### src/design/fpt_pkg.sv
// Shared types, constants and helpers for the fractal pixel test block.
package fpt_pkg;

  localparam int MAX_DEPTH   = 6;
  localparam int COORD_W     = 10;
  localparam int CFG_W       = 3;
  localparam int CFG_IDX_W   = 2;
  localparam int KIND_W      = 2;
  localparam int CFG_DEPTH_W = 3;
  localparam int DEPTH_W     = $clog2(MAX_DEPTH + 1);
  localparam int EDGE_W      = 16;

  // x / 3 == (x * 683) >> 11 for every 10-bit x
  localparam int RECIP_3  = 683;
  localparam int RECIP_SH = 11;

  localparam logic [CFG_IDX_W-1:0] REG_KIND  = CFG_IDX_W'(0);
  localparam logic [CFG_IDX_W-1:0] REG_DEPTH = CFG_IDX_W'(1);

  typedef enum logic [KIND_W-1:0] {
    KIND_CARPET   = 2'd0,
    KIND_TRIANGLE = 2'd1,
    KIND_VICSEK   = 2'd2
  } kind_e;

  // one word in flight through the cell chain
  typedef struct packed {
    kind_e               kind;
    logic [DEPTH_W-1:0]  levels;
    logic                fill;
    logic                outside;
    logic [COORD_W-1:0]  row;
    logic [COORD_W-1:0]  column;
  } word_t;

  // edge length base^depth
  function automatic logic [EDGE_W-1:0] edge_len(kind_e kind, logic [DEPTH_W-1:0] d);
    int e;
    e = 1;
    for (int i = 0; i < MAX_DEPTH; i++) begin
      if (i < int'(d)) begin
        e = (kind == KIND_TRIANGLE) ? e * 2 : e * 3;
      end
    end
    return EDGE_W'(e);
  endfunction

endpackage

### src/design/fpt_cell.sv
// One level of the digit test: peels one base digit off row and column.
module fpt_cell (
  input  logic           clk_i,
  input  logic           rst_ni,
  input  logic           valid_i,
  input  fpt_pkg::word_t word_i,
  output logic           valid_o,
  output fpt_pkg::word_t word_o
);
  import fpt_pkg::*;

  logic                          valid_q;
  word_t                         word_q, word_d;
  logic [COORD_W+RECIP_SH-1:0]   prod_r, prod_c;
  logic [COORD_W-1:0]            q_r, q_c, m_r, m_c;
  logic [1:0]                    dig_r, dig_c;
  logic                          clear;

  always_comb begin
    prod_r = {{RECIP_SH{1'b0}}, word_i.row}    * (COORD_W+RECIP_SH)'(RECIP_3);
    prod_c = {{RECIP_SH{1'b0}}, word_i.column} * (COORD_W+RECIP_SH)'(RECIP_3);
    if (word_i.kind == KIND_TRIANGLE) begin
      q_r   = word_i.row >> 1;
      q_c   = word_i.column >> 1;
      m_r   = '0;
      m_c   = '0;
      dig_r = {1'b0, word_i.row[0]};
      dig_c = {1'b0, word_i.column[0]};
    end else begin
      q_r   = COORD_W'(prod_r >> RECIP_SH);
      q_c   = COORD_W'(prod_c >> RECIP_SH);
      m_r   = word_i.row    - COORD_W'(q_r * COORD_W'(3));
      m_c   = word_i.column - COORD_W'(q_c * COORD_W'(3));
      dig_r = m_r[1:0];
      dig_c = m_c[1:0];
    end

    case (word_i.kind)
      KIND_TRIANGLE: clear = dig_r[0] & dig_c[0];
      KIND_VICSEK:   clear = dig_r[0] ^ dig_c[0];   // odd digit sum
      default:       clear = (dig_r == 2'd1) && (dig_c == 2'd1);
    endcase

    word_d = word_i;
    if (word_i.levels != '0) begin
      word_d.levels = word_i.levels - DEPTH_W'(1);
      word_d.fill   = word_i.fill & ~clear;
      word_d.row    = q_r;
      word_d.column = q_c;
    end
  end

  always_ff @(posedge clk_i or negedge rst_ni) begin
    if (!rst_ni) begin
      valid_q <= 1'b0;
    end else begin
      valid_q <= valid_i;
    end
  end

  always_ff @(posedge clk_i) begin
    word_q <= word_d;
  end

  assign valid_o = valid_q;
  assign word_o  = word_q;

endmodule

### src/design/fractal_pixel_test_unit.sv
// Fractal pixel test top level: config registers, edge check, chain of level cells.
// Each word passes through MAX_DEPTH registered level cells from start to done_o, one cell per level.
// Throughput: one word per cycle; busy is never raised.
// Results appear on done_o for one cycle; the receiver cannot stall.
// Reset clears the chain's valid bits and sets kind to carpet, depth to 1.
module fractal_pixel_test_unit (
  input  logic                        clk_i,
  input  logic                        rst_ni,
  input  logic                        cfg_we_i,
  input  logic [fpt_pkg::CFG_IDX_W-1:0] cfg_idx_i,
  input  logic [fpt_pkg::CFG_W-1:0]   cfg_wdata_i,
  input  logic                        start,
  output logic                        busy,
  input  logic [fpt_pkg::COORD_W-1:0] row_i,
  input  logic [fpt_pkg::COORD_W-1:0] column_i,
  output logic                        done_o,
  output logic                        filled_o,
  output logic                        outside_o
);
  import fpt_pkg::*;

  logic [KIND_W-1:0]      kind_q, kind_d;
  logic [CFG_DEPTH_W-1:0] depth_q, depth_d;
  kind_e                  kind_eff;
  logic [DEPTH_W-1:0]     depth_eff;
  logic [EDGE_W-1:0]      edge_n;
  logic                   outside;

  logic  valid_chain [MAX_DEPTH+1];
  word_t word_chain  [MAX_DEPTH+1];

  always_comb begin
    kind_d  = kind_q;
    depth_d = depth_q;
    if (cfg_we_i) begin
      case (cfg_idx_i)
        REG_KIND:  kind_d  = cfg_wdata_i[KIND_W-1:0];
        REG_DEPTH: depth_d = cfg_wdata_i[CFG_DEPTH_W-1:0];
        default: ;
      endcase
    end
  end

  always_ff @(posedge clk_i or negedge rst_ni) begin
    if (!rst_ni) begin
      kind_q  <= KIND_W'(KIND_CARPET);
      depth_q <= CFG_DEPTH_W'(1);
    end else begin
      kind_q  <= kind_d;
      depth_q <= depth_d;
    end
  end

  always_comb begin
    case (kind_q)
      KIND_W'(KIND_TRIANGLE): kind_eff = KIND_TRIANGLE;
      KIND_W'(KIND_VICSEK):   kind_eff = KIND_VICSEK;
      default:                kind_eff = KIND_CARPET;
    endcase
    if (depth_q == '0) begin
      depth_eff = DEPTH_W'(1);
    end else if (int'(depth_q) > MAX_DEPTH) begin
      depth_eff = DEPTH_W'(MAX_DEPTH);
    end else begin
      depth_eff = DEPTH_W'(depth_q);
    end
    edge_n  = edge_len(kind_eff, depth_eff);
    outside = (EDGE_W'(row_i) >= edge_n) || (EDGE_W'(column_i) >= edge_n);
  end

  assign busy = 1'b0;

  assign valid_chain[0] = start & ~busy;
  assign word_chain[0]  = '{kind:    kind_eff,
                            levels:  depth_eff,
                            fill:    ~outside,
                            outside: outside,
                            row:     row_i,
                            column:  column_i};

  for (genvar g = 0; g < MAX_DEPTH; g++) begin : g_cell
    fpt_cell u_cell (
      .clk_i   (clk_i),
      .rst_ni  (rst_ni),
      .valid_i (valid_chain[g]),
      .word_i  (word_chain[g]),
      .valid_o (valid_chain[g+1]),
      .word_o  (word_chain[g+1])
    );
  end

  assign done_o    = valid_chain[MAX_DEPTH];
  assign filled_o  = word_chain[MAX_DEPTH].fill;
  assign outside_o = word_chain[MAX_DEPTH].outside;

endmodule

### config.mk
export PLATFORM = sky130hd
export DESIGN_NAME = fractal_pixel_test_unit
export DESIGN_NICKNAME = d
export VERILOG_FILES = /design/src/design/fpt_pkg.sv /design/src/design/fpt_cell.sv /design/src/design/fractal_pixel_test_unit.sv
export SDC_FILE = /design/constraint.sdc
export NUM_CORES = 1
export LEC_CHECK = 0
export BUFFER_PORTS_ARGS = -buffer_cell sky130_fd_sc_hd__buf_2
export CAP_MARGIN = 15
export CORE_MARGIN = 1.5
export CORE_UTILIZATION = 70
export DETAILED_ROUTE_END_ITERATION = 6
export PLACE_DENSITY = 0.87
export SLEW_MARGIN = 40
export SYNTH_ARGS = -nofsm -noshare
export SYNTH_HDL_FRONTEND = slang
export SYNTH_SLANG_ARGS = --single-unit
### constraint.sdc
create_clock -name clk_i -period 16.4 [get_ports clk_i]
set_clock_uncertainty 0.2 [all_clocks]
set_input_delay 3.28 -clock clk_i [delete_from_list [all_inputs] [get_ports clk_i]]
set_output_delay 3.28 -clock clk_i [all_outputs]
set_load 0.05 [all_outputs]
==> metrics.cfg <==
[synth]
synth_edf_count=0
ys_seq_area_share_pct=10.8
synth_flop_cell=dfxtp_1
synthArstFlopShare_pct=7.43
synth_area_per_cell_um2=9.20
synth_cells=3035
synthTopCellsByArea=ha_1 (36%), fa_1 (18%), dfxtp_1 (9.8%), inv_1 (9.0%), xnor2_1 (3.8%)
synth_fp_nets=4127
netlist.area_leader.share_pct=36.2
ys_ff_latch=148
synthTopCellsByCount=ha_1 (807), inv_1 (668), fa_1 (256), a21oi_1 (152), dfxtp_1 (137)
netlist_area_um2=27900
yosys_warnings=0
synth_mux_area_share_pct=1.41
synth-compound-area-share_pct=11.3
synth_xor_area_share_pct=5.03
synth_top_family_by_area=adder cells
synthSimpleGateAreaFrac_pct=7.13
yosysMostFrequentCell=ha_1
synthAdderAreaFrac_pct=54.6
netlist-cell-type-count=86
synth_top_area_cell=ha_1

[placed_design]
io_buffer_count=31
placedCellCount=3540
pre_cts_ws_ps=6380
gp_congestion=0.955
hpwl_um=53300

[route]
wire_per_inst_um=17.5
drc=0
drtAntennaViolNets=0
via_count=21300
drt-initial-drc-count=1068
via_per_inst=5.97
wirelength_um=62700
drt_pass1_iterations=6

[sta]
fmax_mhz=103
max-slew-margin-rel_pct=49.0
setup_viol=0
hold_viol=0
fin_crit_sh_pct=59.0
finalSetupTns_ps=0
fin_ws_ps=6730
rsz0062_at_grt=false
finalWorstPathRequiredPeriod_ps=9670
tightest_slew_ps=765
slew_violations=0

[setup_path]
critPathRequiredTime_ps=16550
timing.critical_path.slowest_stage_cell=dfrtp_1
crit_top_cell=a21oi_1
cp-start-kind=flip-flop
path_class=reg2reg
cp_data_arrival_time_ps=9820
endpoint_kind=flip-flop
slowest_delay_ps=730
path_max_fanout=21

[die]
start_util_pct=71.6
ios=33
rows=72
die_h_um=203
core_um2=39000
fp.dieW_um=203
die-area_um2=41100

[global_routing]
overflow=0
grtUsageTotal_pct=32.0
grt_pass1_vias=23600
grt_max_degree=56
antenna_found_initial=0
grt_first_pass_wirelength_um=107000

[cts]
cts_root_buf=clkbuf_16
hold_buffers=0
clock_tree.htree_level_count=4
insertion_delay_ps=450
ctsResizeCount=0
cts_buffers=17
cts_tree=built
clock_path_buffers=2
postCtsSetupBuffers=0
cts.clk_slew.worst_paths_ps=70
clock-sinks=148

[flow_run]
cap_violations=0

[final_layout]
drive_gt1_share_pct=3.31
area_growth_pct=4.48
post-route-util_pct=74.8
fin_cells=3572
fillers=2610
diodes=0
nets=4133

[min_path]
hold_class=reg2reg

[status]
status=finished, final reports clean

-- final timing paths --
check                      cells after the start  slack [ps]                     endpoint                         from
setup / recovery                              45        6730  g_cell[0].u_cell.word_o[21]                   depth_q[2]
hold / removal                                 0         130  g_cell[4].u_cell.word_o[20]  g_cell[3].u_cell.word_o[20]
setup reg to reg                              45        6730  g_cell[0].u_cell.word_o[21]                   depth_q[2]
hold reg to reg                                0         130  g_cell[4].u_cell.word_o[20]  g_cell[3].u_cell.word_o[20]
max in group asynchronous                      1       13260                   depth_q[0]                       rst_ni
min in group asynchronous                      1        2480     g_cell[5].u_cell.valid_o                       rst_ni
-- per-stage QoR --
stage | area, um2 | hold WS [ps]
6_report | 29200 | 128
5_1_grt | 29200 | 135
4_1_cts | 29200 | 129
3_5_place_dp | 28600 | 113
3_3_place_gp | 28600 | 112
2_1_floorplan | 27900 | 110
-- cell usage in the layout (no fill, tap or decap), types with 14 or more instances in the layout --
cell type and n:
nor3_1 39, ha_1 805, o211ai_1 15, a21oi_1 152, a211oi_1 25, buf_2 31, or3_1 21, o21a_1 25
inv_1 668, fa_1 256, nor2b_1 14, o21ai_0 87, nand3_1 37, a21o_1 33, nand4_1 14, nor2_1 127
xor2_1 34, mux2i_1 27, clkbuf_16 17, o21ai_1 15, xnor2_1 121, nand2b_1 19, dfxtp_1 137, nand2_1 110
-- metal layers --
| metal | part of all wire (%) | GRT usage, % | wire length, um | vias up |
|---|---|---|---|---|
| met5 | 0 | 0 | 0 | - |
| met4 | 4.1 | 14.5 | 2600 | 0 |
| met3 | 4.7 | 3.90 | 2950 | 225 |
| met2 | 52 | 60.2 | 32800 | 689 |
| met1 | 39 | 35.8 | 24300 | 10200 |
| li1 | - | - | - | 10200 |
-- cells by family after synthesis --
group,Yosys count
multiplexers,38
AO/OA/AOI/OAI,481
adder cells (fa/ha/maj),1064
flip-flops,148
other,1
buffers and inverters,724
AND/OR/NAND/NOR,422
XOR/XNOR,157
-- worst max-delay path: cells and delay by family, from the launching register on --
kind	cells	cell delay, ps
xor+xnor	2	280
buf+inv	5	610
flops	1	730
mux	1	250
fa+ha+maj	10	3350
compound gates	19	3130
simple gates	8	1010
-- final cells by class --
cell class                      count  area [um2]  area share [%]
Multi-Input combinational cell   2163       22200            76.1
Clock inverter                     14         140           0.481
Tap cell                          518         648            2.22
Clock buffer                       18         429            1.47
Inverter                          670        2510            8.62
Timing Repair Buffer               41         230           0.789
Sequential cell                   148        3020            10.4
-- state kept, by name (all words and copies together) (netlist names) --
name / count
g_cell.u_cell.word_o: 137
depth_q: 3
g_cell.u_cell.valid_o: 6
kind_q: 2
Power is left out: the tool's default activity adds up to more than one toggle a clock period on the data nets, which glitch-free logic cannot reach.
